### config.mk
export PLATFORM = sky130hd
export DESIGN_NAME = thumb_alu_subset_executor
export DESIGN_NICKNAME = d
export VERILOG_FILES = /design/src/rtl/tase_pkg.sv /design/src/rtl/tase_exec.sv /design/src/rtl/thumb_alu_subset_executor.sv
export SDC_FILE = /design/constraint.sdc
export NUM_CORES = 1
export LEC_CHECK = 0
export BUFFER_PORTS_ARGS = -buffer_cell sky130_fd_sc_hd__buf_4
export CAP_MARGIN = 10
export CORE_MARGIN = 3
export CORE_UTILIZATION = 45
export CTS_CLUSTER_SIZE = 30
export DETAILED_ROUTE_END_ITERATION = 7
export GPL_TIMING_DRIVEN = 0
export RECOVER_POWER = 50
export SLEW_MARGIN = 20
export SYNTH_ARGS = -nofsm -noshare
export SYNTH_HDL_FRONTEND = slang
export SYNTH_SLANG_ARGS = --single-unit
### constraint.sdc
create_clock -name clk -period 9.5 [get_ports clk]
set_input_delay 1.9 -clock clk [delete_from_list [all_inputs] [get_ports clk]]
set_output_delay 1.9 -clock clk [all_outputs]
set_load 0.01 [all_outputs]
### src/rtl/tase_pkg.sv
// Shared types and constants for the Thumb subset executor.
// Used by tase_exec and thumb_alu_subset_executor; no dependencies.
package tase_pkg;

  typedef enum logic [2:0] {
    STATUS_OK         = 3'd0,
    STATUS_BAD_HIREG  = 3'd1,
    STATUS_BAD_ADDSUB = 3'd2,
    STATUS_BAD_IMM    = 3'd3,
    STATUS_UNHANDLED  = 3'd4
  } status_t;

  // Sub-operation codes inside each format
  localparam logic [1:0] ADDSUB_OP_ADD_IMM = 2'd2;
  localparam logic [1:0] IMM_OP_MOV        = 2'd0;
  localparam logic [1:0] IMM_OP_CMP        = 2'd1;
  localparam logic [1:0] HI_OP_MOV         = 2'd2;
  localparam logic [1:0] HI_OP_BX          = 2'd3;

  localparam logic [3:0] REG_SP = 4'd13;
  localparam logic [3:0] REG_LR = 4'd14;
  localparam logic [3:0] REG_PC = 4'd15;

  localparam int unsigned NUM_REGS = 15;

  typedef struct packed {
    status_t     status;
    logic        wr_en;
    logic [3:0]  wr_idx;
    logic [31:0] wr_val;
    logic [3:0]  flags;
    logic        br_taken;
    logic [31:0] br_target;
    logic        tbit;
  } exec_res_t;

endpackage

### src/rtl/tase_exec.sv
// Decode and execute of one Thumb instruction, purely combinational.
// Depends on tase_pkg; register file reads come in from the top level.
module tase_exec import tase_pkg::*; (
  input  logic [15:0] instr,
  input  logic [31:0] pc,
  input  logic [31:0] rd_data,
  input  logic [31:0] sp_data,
  input  logic [3:0]  flags,
  input  logic        tbit,
  output logic [3:0]  rd_idx,
  output exec_res_t   res
);

  function automatic logic [1:0] nz_of(input logic [31:0] v);
    return {v[31], (v == 32'd0)};
  endfunction

  logic is_addsub, is_imm, is_hireg, is_rel, is_spadj;

  assign is_addsub = (instr[15:11] == 5'b00011);
  assign is_imm    = (instr[15:13] == 3'b001);
  assign is_hireg  = (instr[15:10] == 6'b010001);
  assign is_rel    = (instr[15:12] == 4'b1010);
  assign is_spadj  = (instr[15:8] == 8'hB0);

  // One register read per instruction; sp has its own fixed tap
  always_comb begin
    if (is_addsub) begin
      rd_idx = {1'b0, instr[5:3]};
    end else if (is_imm) begin
      rd_idx = {1'b0, instr[10:8]};
    end else begin
      rd_idx = {instr[6], instr[5:3]};
    end
  end

  always_comb begin
    logic [32:0] sum;
    logic [31:0] r;
    logic [31:0] imm8;
    logic [31:0] off;
    logic [31:0] base;
    logic [3:0]  hi_rd;

    sum   = 33'd0;
    r     = 32'd0;
    imm8  = {24'd0, instr[7:0]};
    off   = {23'd0, instr[6:0], 2'b00};
    base  = 32'd0;
    hi_rd = {instr[7], instr[2:0]};

    res           = '0;
    res.status    = STATUS_OK;
    res.flags     = flags;
    res.tbit      = tbit;

    if (is_addsub) begin
      if (instr[10:9] != ADDSUB_OP_ADD_IMM) begin
        res.status = STATUS_BAD_ADDSUB;
      end else begin
        sum          = {1'b0, rd_data} + {30'd0, instr[8:6]};
        r            = sum[31:0];
        res.wr_en    = 1'b1;
        res.wr_idx   = {1'b0, instr[2:0]};
        res.wr_val   = r;
        // addend is small and positive: overflow only from positive to negative
        res.flags    = {nz_of(r), sum[32], ~rd_data[31] & r[31]};
      end
    end else if (is_imm) begin
      if (instr[12:11] == IMM_OP_MOV) begin
        res.wr_en  = 1'b1;
        res.wr_idx = {1'b0, instr[10:8]};
        res.wr_val = imm8;
        res.flags  = {nz_of(imm8), flags[1:0]};
      end else if (instr[12:11] == IMM_OP_CMP) begin
        sum       = {1'b0, rd_data} - {1'b0, imm8};
        r         = sum[31:0];
        // carry is the inverse of borrow
        res.flags = {nz_of(r), ~sum[32], rd_data[31] & ~r[31]};
      end else begin
        res.status = STATUS_BAD_IMM;
      end
    end else if (is_hireg) begin
      if (instr[9:8] == HI_OP_MOV) begin
        if (hi_rd == REG_PC) begin
          res.br_taken  = 1'b1;
          res.br_target = {rd_data[31:1], 1'b0};
        end else begin
          res.wr_en  = 1'b1;
          res.wr_idx = hi_rd;
          res.wr_val = rd_data;
        end
      end else if (instr[9:8] == HI_OP_BX) begin
        if (instr[7]) begin
          r          = pc - 32'd2;
          res.wr_en  = 1'b1;
          res.wr_idx = REG_LR;
          res.wr_val = {r[31:1], 1'b1};
        end
        res.br_taken  = 1'b1;
        res.br_target = {rd_data[31:1], 1'b0};
        res.tbit      = rd_data[0];
      end else begin
        res.status = STATUS_BAD_HIREG;
      end
    end else if (is_rel) begin
      base       = instr[11] ? sp_data : {pc[31:2], 2'b00};
      res.wr_en  = 1'b1;
      res.wr_idx = {1'b0, instr[10:8]};
      res.wr_val = base + {22'd0, instr[7:0], 2'b00};
    end else if (is_spadj) begin
      res.wr_en  = 1'b1;
      res.wr_idx = REG_SP;
      res.wr_val = instr[7] ? (sp_data - off) : (sp_data + off);
    end else begin
      res.status = STATUS_UNHANDLED;
    end
  end

endmodule

### src/rtl/thumb_alu_subset_executor.sv
// Top level of the Thumb subset executor: input register, register file,
// flags and T bit, result register. Depends on tase_pkg and tase_exec.

// Executes one 16-bit Thumb instruction per item at a sustained rate of one
// item per clock unless out_stall holds the result register. An accepted item
// sits in the input register, where decode, register read, one 32-bit add and
// write-back run; the result register captures the outcome at the same edge that
// updates r0..r14, the NZCV flags and the T bit, so dependent instructions issue
// back to back. An item passes the input register, then the result register,
// which raises out_valid. pc_value is read as r15. Reset clears r0..r14 and the
// flags and sets T.
module thumb_alu_subset_executor import tase_pkg::*; (
  input  logic        clk,
  input  logic        rst,
  input  logic        in_valid,
  output logic        in_stall,
  input  logic [15:0] instr_word,
  input  logic [31:0] pc_value,
  output logic        out_valid,
  input  logic        out_stall,
  output logic [2:0]  status,
  output logic        reg_written,
  output logic [3:0]  dest_index,
  output logic [31:0] dest_value,
  output logic [3:0]  flags_out,
  output logic        branch_taken,
  output logic [31:0] branch_target,
  output logic        thumb_mode
);

  logic        in_q_valid;
  logic [15:0] instr_q;
  logic [31:0] pc_q;

  logic [31:0] reg_file [NUM_REGS];
  logic [3:0]  cond_flags;
  logic        thumb_bit;

  logic [3:0]  rd_idx;
  logic [31:0] rd_data;
  exec_res_t   res;
  exec_res_t   out_res;

  logic out_ready;
  logic fire;

  assign out_ready = !out_valid || !out_stall;
  assign fire      = in_q_valid && out_ready;
  assign in_stall  = in_q_valid && !fire;

  assign rd_data = (rd_idx == REG_PC) ? pc_q : reg_file[rd_idx];

  tase_exec u_exec (
    .instr   (instr_q),
    .pc      (pc_q),
    .rd_data (rd_data),
    .sp_data (reg_file[REG_SP]),
    .flags   (cond_flags),
    .tbit    (thumb_bit),
    .rd_idx  (rd_idx),
    .res     (res)
  );

  always_ff @(posedge clk) begin
    if (rst) begin
      in_q_valid <= 1'b0;
    end else if (!in_stall) begin
      in_q_valid <= in_valid;
    end
    if (!in_stall && in_valid) begin
      instr_q <= instr_word;
      pc_q    <= pc_value;
    end
  end

  // Architectural state commits with the result register
  always_ff @(posedge clk) begin
    if (rst) begin
      for (int i = 0; i < NUM_REGS; i++) begin
        reg_file[i] <= 32'd0;
      end
      cond_flags <= 4'd0;
      thumb_bit  <= 1'b1;
    end else if (fire) begin
      if (res.wr_en && res.wr_idx != REG_PC) begin
        reg_file[res.wr_idx] <= res.wr_val;
      end
      cond_flags <= res.flags;
      thumb_bit  <= res.tbit;
    end
  end

  always_ff @(posedge clk) begin
    if (rst) begin
      out_valid <= 1'b0;
    end else if (out_ready) begin
      out_valid <= fire;
    end
    if (fire) begin
      out_res <= res;
    end
  end

  assign status        = out_res.status;
  assign reg_written   = out_res.wr_en;
  assign dest_index    = out_res.wr_idx;
  assign dest_value    = out_res.wr_val;
  assign flags_out     = out_res.flags;
  assign branch_taken  = out_res.br_taken;
  assign branch_target = out_res.br_target;
  assign thumb_mode    = out_res.tbit;

`ifndef SYNTH
  a_stall_only_when_blocked: assert property (@(posedge clk) disable iff (rst)
    in_stall |-> (out_valid && out_stall))
    else $error("input stalled while result register could advance");

  a_error_no_effect: assert property (@(posedge clk) disable iff (rst)
    (out_valid && status != STATUS_OK) |-> (!reg_written && !branch_taken))
    else $error("failed instruction reports a write or branch");

  a_no_pc_write: assert property (@(posedge clk) disable iff (rst)
    (out_valid && reg_written) |-> (dest_index != REG_PC))
    else $error("register write reported to r15");

  a_target_aligned: assert property (@(posedge clk) disable iff (rst)
    (out_valid && branch_taken) |-> (branch_target[0] == 1'b0))
    else $error("branch target has bit 0 set");
`endif

endmodule

Word-level counts from Yosys, hierarchy flattened
Memories as Yosys holds them, arrays and structs flattened. Cells that the tools add are included.

Bits in writable memories: 480. Register bits: 133. Bits of input ports: 52. Logic and storage cells: 96. Output and inout bits: 80. Memories: 1.

Memory list: reg_file (depth 15, width 32, read ports 2, clocked after Yosys merged registers in 0, wr ports 15, line thumb_alu_subset_executor.sv:35) `logic [31:0] reg_file [NUM_REGS];`.

Equal/unequal tests: 12. Muxes and demuxes: 42. Add/subtract/negate cells: 6. Reduce and logical (&&, ||, !) cells: 15. Bitwise operators: 6.

Operators with widths (count): two-way mux 37 bit (7); two-way mux 32 bit (4); two-way mux 40 bit (2); two-way mux 33 bit (2); zero test 32 bit (2); two-way mux 44 bit (1); two-way mux 41 bit (1); two-way mux 34 bit (1); adder 32 x 3 -> 33 bit (1); subtractor 32 x 8 -> 33 bit (1); adder 32 x 10 -> 32 bit (1); adder 32 x 9 -> 32 bit (1); OR reduction 32 bit (1); subtractor 32 x 2 -> 32 bit (second input constant) (1); subtractor 32 x 9 -> 32 bit (1); two-way mux 4 bit (6); two-way mux 1 bit (13); equality test 4 bit (second input constant) (3); two-way mux 3 bit (3); equality test 8 bit (second input constant) (1); zero test 8 bit (1); equality test 6 x 5 -> 1 bit (second input constant) (1); equality test 5 x 2 -> 1 bit (second input constant) (1); equality test 2 bit (second input constant) (2); other kinds (12) (23).

Logic depth before layout (Yosys ltp)
Word-level depth: 20. Depth in mapped cells: 33. Gate-level depth less buffers: 25.

Cells and area by module
Synthesis repeated with hierarchy kept, for this count alone.

Cell total of the unflattened synthesis: 2796. Area total of the unflattened synthesis: 33370.8 um^2.

Modules (own cells, without submodules): thumb_alu_subset_executor (cells each 1678, instances 1, area each 26182.6 um^2, seq. area each 18337.6 um^2); tase_exec (cells each 1118, instances 1, area each 7188.1 um^2, seq. area each 0.0 um^2).

Least setup slack after synthesis
No wires, ideal clock.

Path kind: flip-flop to flip-flop. From: register instr_q[14]. To: register out_res (netlist bit flags_out[2]) (data pin). Path buffers: 7. Cell stages (with the launch flop): 32. Arrival: 7.347 ns. Library setup time: 0.130 ns. Period minus slack after synthesis: 7.477 ns. Setup slack: 2.023 ns. Cell sequence: edfxtp_1 -> and4bb_2 -> a21o_1 -> buf_2 -> buf_2 -> buf_2 -> clkbuf_1 -> buf_2 -> buf_1 -> clkbuf_1 -> mux4_2 -> mux4_2 -> a21oi_1 -> inv_1 -> ha_1 -> nor2b_1 -> o21a_1 -> o21ai_0 -> a21oi_1 -> o31ai_1 -> o211ai_1 -> nor3_1 -> ha_1 -> nor4b_1 -> nand4_1 -> nor4_1 -> nand4b_1 -> a2111o_1 -> nor2_1 -> o2111ai_1 -> o31ai_1 -> or2_1.

RTL lines: from (decl) (line thumb_alu_subset_executor.sv:32) `logic [15:0] instr_q;`; from (signal assigned) (line thumb_alu_subset_executor.sv:71) `instr_q <= instr_word;`; to (signal assigned) (line thumb_alu_subset_executor.sv:100) `out_res <= res;`; to (decl) (line thumb_alu_subset_executor.sv:42) `exec_res_t out_res;`.

==> run_results.csv <==
group,metric,value,unit
placed_design,postPlaceCellArea,0.03527,sq mm
clock_network,clkTransAtPathRegs,60,ps
min_path,hp-start,"thumb_bit$_SDFFE_PP1P_",
clock_network,cts_buffers,69,
grt,grt_pass1_vias,25185,
setup_path,critical_path.max_stage_delay,660,ps
synth,yosysMostFrequentCell,"nor2_1",
grt,grt_pass1_wl,177800,microns
setup_path,cp_num_buf_inv,5,
pwr,power.leakage,13.23,nW
sta,maxSlewViolCount,359,
detailed_routing,routed_wl,125800,microns
layout,final_cell_area,0.03694,sq mm
synth,synth_fp_nets,3116,
placed_design,io_buffer_count,130,
detailed_routing,dr.pass1.iters,6,
detailed_routing,drtIter0Drc,3425,
detailed_routing,ant_nets,0,
synth,yosysUniqueCellTypes,102,
placed_design,gp_congestion,0.9452,
sta,fmax,105.5,MHz
setup_path,cp_top_family,"simple AND/OR/NAND/NOR gates",
min_path,hold_depth,2,
setup_path,worstPathArrival,9970,ps
synth,synthCells,3006,
setup_path,cp-start-kind,"flip-flop",
synth,synth_area_leaders,"edfxtp_1 56%, nor2_1 7.0%, mux2i_1 4.9%",
layout,post-route-util,0.5158,
setup_path,reg2reg_depth,25,
pwr,vdd_ir_drop_max,0.1291,mV
status,status,"complete, but fails checks",
pwr,power_density,181.9,mW/mm^2
sta,finalHoldViolCount,0,
floorplanning,die_area,0.07572,sq mm
floorplanning,initial_core_util,0.4553,
clock_network,cts_tree,"built",
placed_design,dp_cells,4112,
sta,setup_viol,0,
sta,rsz0062_at_grt,"false",
floorplanning,die_w,275.2,microns
status,failed_checks,"max-capacitance violations, max-slew violations",
synth,ys.flop_type,"edfxtp_1",
synth,ys_async_sr_fraction,0,
min_path,hold_path_class,"reg2reg",
synth,synth_top_area_frac,0.5572,
job,drv_cap,13,
detailed_routing,wl_per_cell,29.70,microns
layout,area_growth_syn_to_layout,13.29,%
layout,seq_area,0.01831,sq mm
setup_path,endpoint_kind,"flip-flop",
sta,finClkSkew,45.12,ps
placed_design,dpl.hpwl,95060,microns
layout,multi_input_area,0.01312,sq mm
synth,yosys_register_bits,612,
layout,nFillCells,6488,
setup_path,path_class,"reg2reg",
grt,grt_max_degree,45,
detailed_routing,via_per_inst,6.182,
clock_network,cts.sinks,612,
synth,syn_area,0.03260,sq mm
synth,synth_edf_count,605,
sta,layout_min_cycle_time,9480,ps
synth,yosys_warnings,0,
grt,grt_overflow,0,
clock_network,root_buffer,"clkbuf_16",
detailed_routing,drc,0,
layout,drive_gt1_frac,0.09376,
sta,timing.final.crit_share,0.9979,
setup_path,r2r_slack,20,ps
floorplanning,ios,132,
layout,finalNonFillerCells,4235,
synth,synth_largest_area_cell,"edfxtp_1",
setup_path,crit_required,9990,ps
synth,avgSynthCellArea,10.85,sq um
clock_network,ctsHtreeMaxLevel,3,
setup_path,path_max_fanout,37,
sta,slew_headroom,-0.7334,
floorplanning,coreArea,0.07161,sq mm
synth,synth_seq_area_share,0.5615,
setup_path,reg2reg_to,"flags_out[2]$_DFFE_PP_",
synth,yosys-top-cells-count,"612 x nor2_1, 605 x edfxtp_1, 261 x nand2_1",
setup_path,reg2reg_from,"instr_q[14]$_DFFE_PP_",
layout,final_nets,3342,
sta,tightest_slew,2600,ps
grt,antenna_found_initial,0,
grt,grt_use_total,0.3271,
clock_network,clk_path_buf_depth,3,
floorplanning,rows,98,
setup_path,slowest_stage,"nor4_2",
floorplanning,dieHeight,275.2,microns
layout,n_antenna_cell,0,
min_path,min_to,"thumb_bit$_SDFFE_PP1P_",
detailed_routing,routed-via-count,26181,
clock_network,insertion_delay,650,ps
-- how the worst max path moves through the flow --
stage | slack, ps | startpoint | end | depth (start not counted)
5_1_grt | 4 | instr_q[14]$_DFFE_PP_ | flags_out[2]$_DFFE_PP_ | 29
6_report | 20 | instr_q[14]$_DFFE_PP_ | flags_out[2]$_DFFE_PP_ | 25
2_1_floorplan | 2020 | instr_q[14]$_DFFE_PP_ | flags_out[2]$_DFFE_PP_ | 31
3_5_place_dp | -3130 | instr_q[14]$_DFFE_PP_ | flags_out[2]$_DFFE_PP_ | 31
3_3_place_gp | -3240 | instr_q[14]$_DFFE_PP_ | dest_value[31]$_DFFE_PP_ | 27
4_1_cts | 30 | instr_q[14]$_DFFE_PP_ | flags_out[2]$_DFFE_PP_ | 30
-- report_power, final --
group / total (mW) / internal [mW] / leakage (nW) / switching, mW
logic: 1.01 / 0.315 / 5.97 / 0.694
clock network: 2.58 / 1.43 / 1.05 / 1.15
registers: 3.13 / 3.07 / 6.21 / 0.0636
total: 6.72 / 4.81 / 13.2 / 1.91
-- per-stage QoR --
| step | power [mW] | TNS (ps) | setup WS [ps] | hold slack (ps) |
|---|---|---|---|---|
| after global placement | 4.155 | -537460 | -3241 | 459.5 |
| after global routing | 6.897 | 0 | 3.809 | 498.5 |
| after CTS | 6.736 | 0 | 28.65 | 489.3 |
| after detailed placement | 4.185 | -476830 | -3132 | 480.9 |
| final | 6.721 | 0 | 19.79 | 489.0 |
| after floorplan | 3.755 | 0 | 2023 | 440.4 |
-- kinds of logic (layout without fill, tap and decap cells) --
group                      Yosys count  after routing  synth area share
other                                1              1         0.0001150
and+or+nand+nor                   1184           1184            0.1595
AOI/OAI and AO/OA                  534            534            0.1147
buffers and inverters              305            584           0.03899
xor gates and xnor gates           113            113           0.03036
muxes                              199            199           0.07165
adders and majority gates           58             58           0.02318
DFF                                612            612            0.5615
-- cell usage in the layout (no fill, tap or decap), types with 11 or more instances in the layout --
master,netlist,layout
ha_1,54,54
buf_4,12,23
clkinv_1,1,15
clkbuf_16,0,70
and3_1,23,23
nand3_1,65,65
or3_1,13,13
a21oi_1,114,112
o32ai_1,16,16
mux4_2,25,25
mux2_2,12,12
edfxtp_1,605,605
xor2_1,39,39
nand2b_1,48,48
clkbuf_4,0,49
or2_2,14,13
and2_1,16,15
o21ai_0,80,79
nor4_1,18,15
clkbuf_1,152,270
a221oi_1,14,14
a211oi_1,48,45
clkinv_2,0,11
nand2_1,261,260
o22ai_1,46,46
nor2_1,612,611
o211ai_1,12,12
a31oi_1,16,16
a21o_1,26,26
inv_1,78,77
o21a_1,19,19
buf_2,34,28
nor3_1,44,43
o211a_1,20,20
a22oi_1,14,14
or4_1,11,11
xnor2_1,74,74
mux2i_1,158,158
o221ai_1,18,18
nand4_1,11,11
-- layer usage --
layer / GRT usage / vias up / routed length, microns
met1: 0.4518 / 13012 / 51390
met2: 0.5173 / 1487 / 57380
met3: 0.05704 / 259 / 11750
met5: 0 / - / 0
met4: 0.1247 / 0 / 5267
li1: - / 11423 / -
-- final cells by class --
cell class / count / share of cell area
tap: 950 / 0.03218
sequential: 612 / 0.4956
clock buffer: 86 / 0.04905
multi-input combinational: 2089 / 0.3553
clock inverter: 38 / 0.009451
timing repair buffer: 161 / 0.02419
buffer: 215 / 0.02561
inverter: 84 / 0.008570
-- worst register-to-register path, stage by stage, from the launching register on --
cell      delay, ps
edfxtp_1        610
and4bb_2        540
a21o_1          110
buf_2           260
buf_2           450
buf_6           440
clkbuf_4        480
mux4_2          420
mux4_2          560
a21oi_4         310
inv_1           170
ha_1            300
a21o_1          100
a21oi_1         130
nor3_1          550
nand3_1         410
nor4_2          660
nand3_1         260
nor3_1          270
ha_1            310
nand2_1          80
nor4_1          390
o221ai_1        340
or4_1           530
nor4_2          520
or2_1           170
-- flip-flops by register name, summed over array words and instances (netlist names), 3 cells and up --
name and flops:
reg_file 480, dest_value 32, pc_q 32, branch_target 31, instr_q 16, cond_flags 4, dest_index 4, flags_out 4
status 3
-- repair_timing --
action                     CTS  global route
setup endpoints to repair  445             2
pin swaps                    2             0
hold buffers                 0             0
setup buffers                3             0
resized for setup           15             6
No activity file was read; power rests on OpenSTA's default activity.
